===== config.mk =====
export PLATFORM = sky130hd
export DESIGN_NAME = uart_rx_tx_ring_buffers_core_flat
export DESIGN_NICKNAME = d
export VERILOG_FILES = /design/src/design/uartrb_pkg.sv /design/src/design/uartrb_if.sv /design/src/design/uart_rx_tx_ring_buffers_core.sv /design/src/flat_wrapper.sv
export SDC_FILE = /design/constraint.sdc
export NUM_CORES = 2
export LEC_CHECK = 0
export BUFFER_PORTS_ARGS = -buffer_cell sky130_fd_sc_hd__clkbuf_2
export CAP_MARGIN = 0
export CORE_UTILIZATION = 50
export CTS_BUF_LIST = sky130_fd_sc_hd__clkbuf_8
export DETAILED_ROUTE_END_ITERATION = 7
export PLACE_DENSITY = 0.75
export REMOVE_ABC_BUFFERS = 1
export SYNTH_ARGS = -nofsm -noshare
export SYNTH_HDL_FRONTEND = slang
export SYNTH_SLANG_ARGS = --single-unit

===== constraint.sdc =====
create_clock -name clk -period 6.8 [get_ports clk]
set_input_delay 1.7 -clock clk [delete_from_list [all_inputs] [get_ports clk]]
set_output_delay 1.7 -clock clk [all_outputs]
set_load 0.005 [all_outputs]

===== src/design/uartrb_pkg.sv =====
// Shared types and constants for the UART receive/transmit ring buffer block.
// No dependencies; every other design file imports this package.
package uartrb_pkg;

  localparam int UARTRB_RING_DEPTH = 128;
  localparam int OPCODE_W          = 2;
  localparam int BYTE_W            = 8;
  localparam int STATUS_W          = 3;

  typedef enum logic [OPCODE_W-1:0] {
    OP_LINE_RX   = 2'd0,
    OP_TX_READY  = 2'd1,
    OP_CPU_WRITE = 2'd2,
    OP_CPU_READ  = 2'd3
  } opcode_t;

  typedef enum logic [STATUS_W-1:0] {
    ST_STORED         = 3'd0,
    ST_DROPPED_FULL   = 3'd1,
    ST_SENT           = 3'd2,
    ST_TX_IDLE        = 3'd3,
    ST_WRITE_REJECTED = 3'd4,
    ST_READ_OK        = 3'd5,
    ST_READ_EMPTY     = 3'd6
  } status_t;

endpackage


===== src/design/uartrb_if.sv =====
// Valid/ready channel interfaces for the request and result sides of the block.
// Depends on uartrb_pkg for field widths.
interface uartrb_in_if import uartrb_pkg::*; ();
  logic                valid;
  logic                ready;
  logic [OPCODE_W-1:0] opcode;
  logic [BYTE_W-1:0]   data_in;

  modport source (output valid, output opcode, output data_in, input ready);
  modport sink   (input valid, input opcode, input data_in, output ready);
endinterface

interface uartrb_out_if import uartrb_pkg::*; ();
  logic                valid;
  logic                ready;
  logic [STATUS_W-1:0] status;
  logic [BYTE_W-1:0]   data_out;
  logic                rx_irq_enable;
  logic                tx_irq_enable;

  modport source (output valid, output status, output data_out, output rx_irq_enable,
                  output tx_irq_enable, input ready);
  modport sink   (input valid, input status, input data_out, input rx_irq_enable,
                  input tx_irq_enable, output ready);
endinterface


===== src/design/uart_rx_tx_ring_buffers_core.sv =====
// An accepted request is registered in the middle stage, then in the output register.
// Throughput: one request per cycle unless the result side stalls; the ring pointers
// live in flops and each ring memory has one write and one registered read port.
// A stalled result stalls the request side only once the single middle stage is also full.
// Reset (synchronous, rst_n low) clears the pointers, the interrupt enables and all
// valid flags; the ring memories are not cleared.
module uart_rx_tx_ring_buffers_core import uartrb_pkg::*; #(
  parameter int RING_DEPTH = UARTRB_RING_DEPTH
) (
  input  logic         clk,
  input  logic         rst_n,
  uartrb_in_if.sink    in_ch,
  uartrb_out_if.source out_ch
);

  localparam int PTR_W = (RING_DEPTH > 1) ? $clog2(RING_DEPTH) : 1;
  localparam logic [PTR_W-1:0] PTR_LAST = PTR_W'(RING_DEPTH - 1);

  typedef enum logic [1:0] {
    SRC_NONE,
    SRC_RX,
    SRC_TX
  } src_t;

  function automatic logic [PTR_W-1:0] ptr_next(input logic [PTR_W-1:0] p);
    ptr_next = (p == PTR_LAST) ? '0 : p + 1'b1;
  endfunction

  logic [BYTE_W-1:0] rx_mem [RING_DEPTH];
  logic [BYTE_W-1:0] tx_mem [RING_DEPTH];
  logic [BYTE_W-1:0] rx_rd_r, tx_rd_r;

  logic [PTR_W-1:0] rx_head_r, rx_head_nxt, rx_tail_r, rx_tail_nxt;
  logic [PTR_W-1:0] tx_head_r, tx_head_nxt, tx_tail_r, tx_tail_nxt;
  logic             rx_en_r, rx_en_nxt, tx_en_r, tx_en_nxt;

  logic    p_valid_r, p_rx_en_r, p_tx_en_r;
  status_t p_status_r, status_nxt;
  src_t    p_src_r, src_nxt;

  logic              out_valid_r, out_rx_en_r, out_tx_en_r;
  status_t           out_status_r;
  logic [BYTE_W-1:0] out_data_r;

  logic accept, p_move;
  logic rx_wr, rx_rd, tx_wr, tx_rd;

  assign p_move      = p_valid_r && (!out_valid_r || out_ch.ready);
  assign in_ch.ready = !p_valid_r || p_move;
  assign accept      = in_ch.valid && in_ch.ready;

  always_comb begin
    rx_head_nxt = rx_head_r;
    rx_tail_nxt = rx_tail_r;
    tx_head_nxt = tx_head_r;
    tx_tail_nxt = tx_tail_r;
    rx_en_nxt   = rx_en_r;
    tx_en_nxt   = tx_en_r;
    status_nxt  = ST_STORED;
    src_nxt     = SRC_NONE;
    rx_wr       = 1'b0;
    rx_rd       = 1'b0;
    tx_wr       = 1'b0;
    tx_rd       = 1'b0;
    if (accept) begin
      case (opcode_t'(in_ch.opcode))
        OP_LINE_RX: begin
          if (ptr_next(rx_tail_r) == rx_head_r) begin
            status_nxt = ST_DROPPED_FULL;
            rx_en_nxt  = 1'b0;
          end else begin
            rx_wr       = 1'b1;
            rx_tail_nxt = ptr_next(rx_tail_r);
            status_nxt  = ST_STORED;
            rx_en_nxt   = 1'b1;
          end
        end
        OP_TX_READY: begin
          if (tx_head_r == tx_tail_r) begin
            status_nxt = ST_TX_IDLE;
            tx_en_nxt  = 1'b0;
          end else begin
            tx_rd       = 1'b1;
            tx_head_nxt = ptr_next(tx_head_r);
            status_nxt  = ST_SENT;
            src_nxt     = SRC_TX;
            tx_en_nxt   = 1'b1;
          end
        end
        OP_CPU_WRITE: begin
          tx_en_nxt = 1'b1;
          if (ptr_next(tx_tail_r) == tx_head_r) begin
            status_nxt = ST_WRITE_REJECTED;
          end else begin
            tx_wr       = 1'b1;
            tx_tail_nxt = ptr_next(tx_tail_r);
            status_nxt  = ST_STORED;
          end
        end
        OP_CPU_READ: begin
          rx_en_nxt = 1'b1;
          if (rx_head_r == rx_tail_r) begin
            status_nxt = ST_READ_EMPTY;
          end else begin
            rx_rd       = 1'b1;
            rx_head_nxt = ptr_next(rx_head_r);
            status_nxt  = ST_READ_OK;
            src_nxt     = SRC_RX;
          end
        end
        default: begin
          status_nxt = ST_STORED;
        end
      endcase
    end
  end

  // A pop only reaches entries written at an earlier edge, so the registered read
  // never races a write to the same entry. The read registers hold while the middle
  // stage is stalled, because no request is accepted then.
  always_ff @(posedge clk) begin
    if (rx_wr) begin
      rx_mem[rx_tail_r] <= in_ch.data_in;
    end
    if (rx_rd) begin
      rx_rd_r <= rx_mem[rx_head_r];
    end
    if (tx_wr) begin
      tx_mem[tx_tail_r] <= in_ch.data_in;
    end
    if (tx_rd) begin
      tx_rd_r <= tx_mem[tx_head_r];
    end
  end

  always_ff @(posedge clk) begin
    if (!rst_n) begin
      rx_head_r   <= '0;
      rx_tail_r   <= '0;
      tx_head_r   <= '0;
      tx_tail_r   <= '0;
      rx_en_r     <= 1'b0;
      tx_en_r     <= 1'b0;
      p_valid_r   <= 1'b0;
      out_valid_r <= 1'b0;
    end else begin
      rx_head_r <= rx_head_nxt;
      rx_tail_r <= rx_tail_nxt;
      tx_head_r <= tx_head_nxt;
      tx_tail_r <= tx_tail_nxt;
      rx_en_r   <= rx_en_nxt;
      tx_en_r   <= tx_en_nxt;
      if (accept) begin
        p_valid_r <= 1'b1;
      end else if (p_move) begin
        p_valid_r <= 1'b0;
      end
      if (p_move) begin
        out_valid_r <= 1'b1;
      end else if (out_ch.ready) begin
        out_valid_r <= 1'b0;
      end
    end
  end

  always_ff @(posedge clk) begin
    if (accept) begin
      p_status_r <= status_nxt;
      p_src_r    <= src_nxt;
      p_rx_en_r  <= rx_en_nxt;
      p_tx_en_r  <= tx_en_nxt;
    end
    if (p_move) begin
      out_status_r <= p_status_r;
      out_rx_en_r  <= p_rx_en_r;
      out_tx_en_r  <= p_tx_en_r;
      case (p_src_r)
        SRC_RX:  out_data_r <= rx_rd_r;
        SRC_TX:  out_data_r <= tx_rd_r;
        default: out_data_r <= '0;
      endcase
    end
  end

  assign out_ch.valid         = out_valid_r;
  assign out_ch.status        = out_status_r;
  assign out_ch.data_out      = out_data_r;
  assign out_ch.rx_irq_enable = out_rx_en_r;
  assign out_ch.tx_irq_enable = out_tx_en_r;

endmodule


===== src/flat_wrapper.sv =====
// flat-port wrapper written by rule: the top's interface ports become plain ports
module uart_rx_tx_ring_buffers_core_flat import uartrb_pkg::*;
#(
  parameter int RING_DEPTH = UARTRB_RING_DEPTH
)
  (clk, rst_n, in_ch_valid, in_ch_opcode, in_ch_data_in, in_ch_ready, out_ch_valid, out_ch_status, out_ch_data_out, out_ch_rx_irq_enable, out_ch_tx_irq_enable, out_ch_ready);
  uartrb_in_if in_ch_i ();
  uartrb_out_if out_ch_i ();
  input  logic clk;
  input  logic rst_n;
  input wire logic [$bits(in_ch_i.valid)-1:0] in_ch_valid;
  input wire logic [$bits(in_ch_i.opcode)-1:0] in_ch_opcode;
  input wire logic [$bits(in_ch_i.data_in)-1:0] in_ch_data_in;
  output wire logic [$bits(in_ch_i.ready)-1:0] in_ch_ready;
  output wire logic [$bits(out_ch_i.valid)-1:0] out_ch_valid;
  output wire logic [$bits(out_ch_i.status)-1:0] out_ch_status;
  output wire logic [$bits(out_ch_i.data_out)-1:0] out_ch_data_out;
  output wire logic [$bits(out_ch_i.rx_irq_enable)-1:0] out_ch_rx_irq_enable;
  output wire logic [$bits(out_ch_i.tx_irq_enable)-1:0] out_ch_tx_irq_enable;
  input wire logic [$bits(out_ch_i.ready)-1:0] out_ch_ready;
  assign in_ch_i.valid = in_ch_valid;
  assign in_ch_i.opcode = in_ch_opcode;
  assign in_ch_i.data_in = in_ch_data_in;
  assign in_ch_ready = in_ch_i.ready;
  assign out_ch_valid = out_ch_i.valid;
  assign out_ch_status = out_ch_i.status;
  assign out_ch_data_out = out_ch_i.data_out;
  assign out_ch_rx_irq_enable = out_ch_i.rx_irq_enable;
  assign out_ch_tx_irq_enable = out_ch_i.tx_irq_enable;
  assign out_ch_i.ready = out_ch_ready;
  uart_rx_tx_ring_buffers_core #(.RING_DEPTH(RING_DEPTH)) u_core (.clk(clk), .rst_n(rst_n), .in_ch(in_ch_i), .out_ch(out_ch_i));
endmodule

# Word-level counts from Yosys, hierarchy flattened
# Memory sizes are Yosys's and may differ from the RTL's. A register that Yosys moved wholly into a read port is not among the register bits.
# Cells that the tools add are included.
# W data, S select, Z words.
# op_classes
add_sub_neg	4
n_mul	0
div	0
n_lt_le_gt_ge	0
n_eq_ne	13
n_shift	0
muxes	37
bitwise_logic	4
reduce_logical	13
# op_table
operator	count
$add A7 B1 Y7 const B	4
$eq A7 B7 Y1	4
$eq A7 B7 Y1 const B	4
$mux W7	4
$mux W1	25
$pmux W8 S2	1
$pmux W3 S4	1
$reduce_and A3 Y1	4
$eq A2 B2 Y1 const B	3
$eq A2 B1 Y1 const B	2
$mux W2	2
$not A1 Y1	4
$pmux W1 S2	2
$pmux W2 S2	1
$reduce_bool A2 Y1	2
$mux W3	1
$logic_and A1 B1 Y1	2
$logic_not A1 Y1	2
$logic_not A2 Y1	1
$logic_or A1 B1 Y1	2
# totals
ff_bits	52
latchBits	0
mem_bits_rw	2048
rom_bits	0
in_bits	14
output_inout_bits	15
wordCells	89
n_memories	2
# memory_table
name	words	width	read_ports	rd_clocked_by_memory_dff	write_ports	line	text
u_core.rx_mem	128	8	1	1	1	uart_rx_tx_ring_buffers_core.sv:29	logic [BYTE_W-1:0] rx_mem [RING_DEPTH];
u_core.tx_mem	128	8	1	1	1	uart_rx_tx_ring_buffers_core.sv:30	logic [BYTE_W-1:0] tx_mem [RING_DEPTH];

# Longest topological paths before layout
# logic_depth
word_depth	8
mapped_depth	12
depth_no_buf	10

# Least setup slack after synthesis
# No wires, ideal clock.
# synth_timing
kind	input-to-reg
from	input out_ch_ready
to	memory u_core.rx_mem[31][0], enable pin
setup_ns	0.395
arrival_ns	3.574
required_ns	6.405
setup_slack_ns	2.831
cell_stages	7
n_path_buf	2
cell_sequence	nand3b_1 nand2_1 inv_1 o211ai_2 buf_4 buf_2 nor4_1
# synth_via
elab_chain_len	7
# synth_rtl
element	line	text
start, declared	flat_wrapper.sv:20	input wire logic [$bits(out_ch_i.ready)-1:0] out_ch_ready;
$logic_or A1 B1 Y1	uart_rx_tx_ring_buffers_core.sv:48	assign p_move = p_valid_r && (!out_valid_r || out_ch.ready);
$logic_and A1 B1 Y1	uart_rx_tx_ring_buffers_core.sv:48	
$logic_or A1 B1 Y1	uart_rx_tx_ring_buffers_core.sv:49	assign in_ch.ready = !p_valid_r || p_move;
$logic_and A1 B1 Y1	uart_rx_tx_ring_buffers_core.sv:50	assign accept = in_ch.valid && in_ch.ready;
via u_core.accept	uart_rx_tx_ring_buffers_core.sv:45	logic accept, p_move;
$mux W1	uart_rx_tx_ring_buffers_core.sv:65	if (accept) begin
$mux W1	uart_rx_tx_ring_buffers_core.sv:122	if (rx_wr) begin
$mux W1 (implied by the code)	uart_rx_tx_ring_buffers_core.sv:123	rx_mem[rx_tail_r] <= in_ch.data_in;
end, declared	uart_rx_tx_ring_buffers_core.sv:29	
# The timed path passes the listed nets, and every way through them passes these cells.

# Final worst setup path
# layout_timing
from	register u_core.rx_tail_r[0]
to	memory u_core.rx_mem[7][3], enable pin
# layout_via
elab_chain_len	8
# layout_rtl
element	line	text
start, declared	uart_rx_tx_ring_buffers_core.sv:33	logic [PTR_W-1:0] rx_head_r, rx_head_nxt, rx_tail_r, rx_tail_nxt;
start signal, assigned	uart_rx_tx_ring_buffers_core.sv:148	rx_tail_r <= rx_tail_nxt;
$add A7 B1 Y7 or $eq A7 B7 Y1 (tied branches)	uart_rx_tx_ring_buffers_core.sv:26	ptr_next = (p == PTR_LAST) ? '0 : p + 1'b1;
$mux W7	uart_rx_tx_ring_buffers_core.sv:26	
$eq A7 B7 Y1	uart_rx_tx_ring_buffers_core.sv:68	if (ptr_next(rx_tail_r) == rx_head_r) begin
$mux W1	uart_rx_tx_ring_buffers_core.sv:68	
$mux W1	uart_rx_tx_ring_buffers_core.sv:66	case (opcode_t'(in_ch.opcode))
$mux W1	uart_rx_tx_ring_buffers_core.sv:65	
$mux W1	uart_rx_tx_ring_buffers_core.sv:122	
$mux W1 (implied by the code)	uart_rx_tx_ring_buffers_core.sv:123	
# Parallel ways exist; a longest one is shown, timed or not.

==> summary.txt <==
Nets = 4169
Routed Antenna Nets = 0
WHS Endpoint = u_core.out_ch.status[2]$_DFFE_PP_
cts hold-fix bufs = 0
Resize count post-CTS = 0
Iter 0 DRT Violations = 5054
initial antenna violation count = 7
final-report max-slew violation count = 0
top cell type's share of synthesized area = 75.08%
Crit. End Element = register
Max Buffers Root-to-Sink = 4
Vias = 41360
reg-to-reg setup timing slack = 2.15 ns
buffer count from post-CTS setup fixing = 0
RSZ-0062 raised after global routing = false
top cells by count, synth = 2084 x edfxtp_1, 573 x mux4_2, 184 x nor2_1
Area Overhead vs Synth = 10.48%
Worst slew margin = 8.700%
Yosys top cell by area = edfxtp_1
largest cells by area after synthesis = edfxtp_1 75%, mux4_2 15%, mux2i_1 1.1%
Die W = 410.3 um
Cell Area, Synth = 83350 um^2
crit path cell chain = ha_1, nand3_1, o21ba_2, xor2_1, or4_1, o211ai_4, buf_4, or2_2, nor2_1
HP Start = u_core.p_status_r[2]$_DFFE_PP_
chip height = 410.3 um
CP Max Fanout = 30
Final setup viols = 0
synthesized area per cell = 21.54 um^2
Clock Skew = 0.09452 ns
first-pass GRT wire length = 282300 um
Least-Margin Pin Slew = 1.359 ns
Tcrit/Tclk final = 68.36%
Final Hold Viols = 0
Worst Path Buf+Inv = 1
Data arrival, critical path = 5.27 ns
R2R depth = 9
Pre-antenna DRT Iters = 8
Primary FF master, synth = edfxtp_1
outcome = completed
Worst path slowest cell = or2_2
setup TNS = 0 ns
Clk Tree Root Cell = clkbuf_8
Min-Delay Path Depth = 0
GRT Total Usage = 22.91%
Worst setup SP type = register
GP Congestion = 0.8915
post-DR wirelength/cell = 29.25 um
peak supply drop = 0.0002024 V
Unique masters post-synth = 79
post-layout util = 55.75%
CP top delay family = simple AND/OR/NAND/NOR gates
Pwr Density = 267.8 nW/um^2
Max Cap Violations = 0
Worst Path Required = 7.43 ns
worst reg2reg startpoint = u_core.rx_tail_r[0]$_SDFFE_PN0P_
reg2reg end = u_core.rx_mem[7][3]$_DFFE_PP_
Yosys Warn Count = 0
Setup CP Type = reg -> reg
Crit path depth = 9
asr flop ratio synth = 0%
CTS Buf Count = 342
slowest stage delay, CP = 0.65 ns
clk sinks = 2116
H-tree depth = 5
Hold WC Path Type = reg -> reg
die area = 168300 um^2
number of global-route vias before repair = 41520
most frequent cell after synthesis = edfxtp_1
vias per inst = 6.301
largest net degree at the start of global routing = 153
Std-Cell Rows = 149
Port Buffers = 28
Fmax = 215.1 MHz
Period minus WS final = 4.648 ns
initial core utilization = 50.46%
clock latency on the worst-skew pair = 1.04 ns
final WL = 192000 um
GR Overflow Total = 0
share of layout cells above drive strength 1 = 27.42%
drc violations = 0
Post-synth EDFFs = 2084
hpwl dp = 113400 um
CTS tree = built
register area share after synthesis = 75.85%
Yosys reg bits = 2116
LEAKAGE = 27.77 nW
Core Box Area = 165200 um^2
Gate Count Post-Synth = 3869
Clock Pin Slew Worst Setup and Hold Paths = 0.06 ns
IO Pins = 29
[logic make-up (layout without fill, tap and decap cells)]
family / count (synthesis) / in the layout / synth area share (%)
adder cells (fa/ha/maj): 11 / 11 / 0.1651
AO/OA/AOI/OAI: 235 / 235 / 1.954
XOR/XNOR: 34 / 34 / 0.3663
AND/OR/NAND/NOR: 537 / 537 / 3.097
other: 0 / 6 / 0
flip-flops: 2116 / 2116 / 75.85
buffers and inverters: 258 / 758 / 1.803
multiplexers: 678 / 678 / 16.76
[worst register-to-register path, cell delays in order (launching register included)]
cell and delay [ns]:
dfxtp_1 0.55, ha_1 0.29, nand3_1 0.29, o21ba_2 0.34
xor2_1 0.14, or4_1 0.60, o211ai_4 0.56, buf_4 0.50
or2_2 0.66, nor2_1 0.36
[area by class of cell]
type / count / area [um^2]
fill: 11980 / 73090
clock inverter: 218 / 1107
antenna: 6 / 15.01
timing repair buffer: 165 / 1401
inverter: 24 / 92.59
clock buffer: 351 / 4831
tap: 2189 / 2739
multi-input combinational: 1495 / 18660
sequential: 2116 / 63240
[per-layer routing]
metal / GRT usage (%) / vias up / part of all wire [%]
met5: 0 / - / 0.014
met4: 9.219 / 4 / 3.7
met3: 4.920 / 437 / 9.9
met2: 35.40 / 2516 / 48
met1: 32.01 / 21530 / 38
li1: - / 16870 / -
[metrics by stage]
step | hold WS, ns | std cells | instance area, um^2 | setup WS [ns] | total power [mW]
6_report | 0.4198 | 6564 | 92090 | 2.152 | 24.66
5_1_grt | 0.4284 | 6562 | 92080 | 1.999 | 25.36
4_1_cts | 0.4208 | 6558 | 92070 | 2.265 | 24.78
3_5_place_dp | 0.4065 | 5989 | 86130 | 1.696 | 15.10
3_3_place_gp | 0.4050 | 5989 | 86130 | 1.879 | 15.08
2_1_floorplan | 0.4003 | 3635 | 81940 | -7.809 | 14.83
[cell usage in the layout (no fill, tap or decap), drive strengths merged, types with 6 or more instances in the layout]
master,instances
nand3,44
clkbuf,379
a21oi,61
nor2b,12
nor3,146
inv,117
or3,10
xor2,14
o31ai,6
ha,11
a221oi,24
and3,7
nand2,71
buf,137
clkinv,112
mux4,573
a22oi,12
o221ai,16
nand4,12
o21ai,32
a311oi,9
xnor2,20
edfxtp,2084
a31oi,9
bufinv,8
dfxtp,32
nand3b,6
o211ai,12
a211oi,13
nor4,7
o22ai,9
nor2,194
mux2i,91
or2,8
diode,6
mux2,14
[sequential cells by signal, indices dropped and copies added, names as in the netlist]
name                         flops
u_core.out_ch.status             3
u_core.out_ch.valid              1
u_core.out_ch.rx_irq_enable      1
u_core.rx_mem                 1024
u_core.p_valid_r                 1
u_core.out_ch.data_out           8
u_core.tx_rd_r                   8
u_core.p_tx_en_r                 1
u_core.rx_tail_r                 7
u_core.p_src_r                   2
u_core.p_status_r                3
u_core.p_rx_en_r                 1
u_core.rx_en_r                   1
u_core.tx_mem                 1024
u_core.rx_head_r                 7
u_core.tx_head_r                 7
u_core.rx_rd_r                   8
u_core.tx_en_r                   1
u_core.out_ch.tx_irq_enable      1
u_core.tx_tail_r                 7
[how the worst max path moves through the flow]
stage,startpoint,end,slack [ns]
finish,u_core.rx_tail_r[0]$_SDFFE_PN0P_,u_core.rx_mem[7][3]$_DFFE_PP_,2.15
global route,u_core.rx_tail_r[0]$_SDFFE_PN0P_,u_core.rx_mem[7][3]$_DFFE_PP_,2.00
CTS,u_core.rx_tail_r[0]$_SDFFE_PN0P_,u_core.rx_mem[7][3]$_DFFE_PP_,2.27
detailed placement,in_ch_opcode[0],u_core.tx_mem[45][2]$_DFFE_PP_,1.70
global placement,out_ch_ready,u_core.rx_mem[69][3]$_DFFE_PP_,1.88
floorplan,u_core.rx_head_r[0]$_SDFFE_PN0P_,u_core.rx_mem[0][0]$_DFFE_PP_,-7.81
[where the power goes]
group | internal (mW) | switching [mW]
clock | 5.06 | 4.78
combinational | 0.115 | 0.348
sequential | 14.3 | 0.0198
total | 19.5 | 5.15
Note: power is estimated with default switching activity, not from simulation.
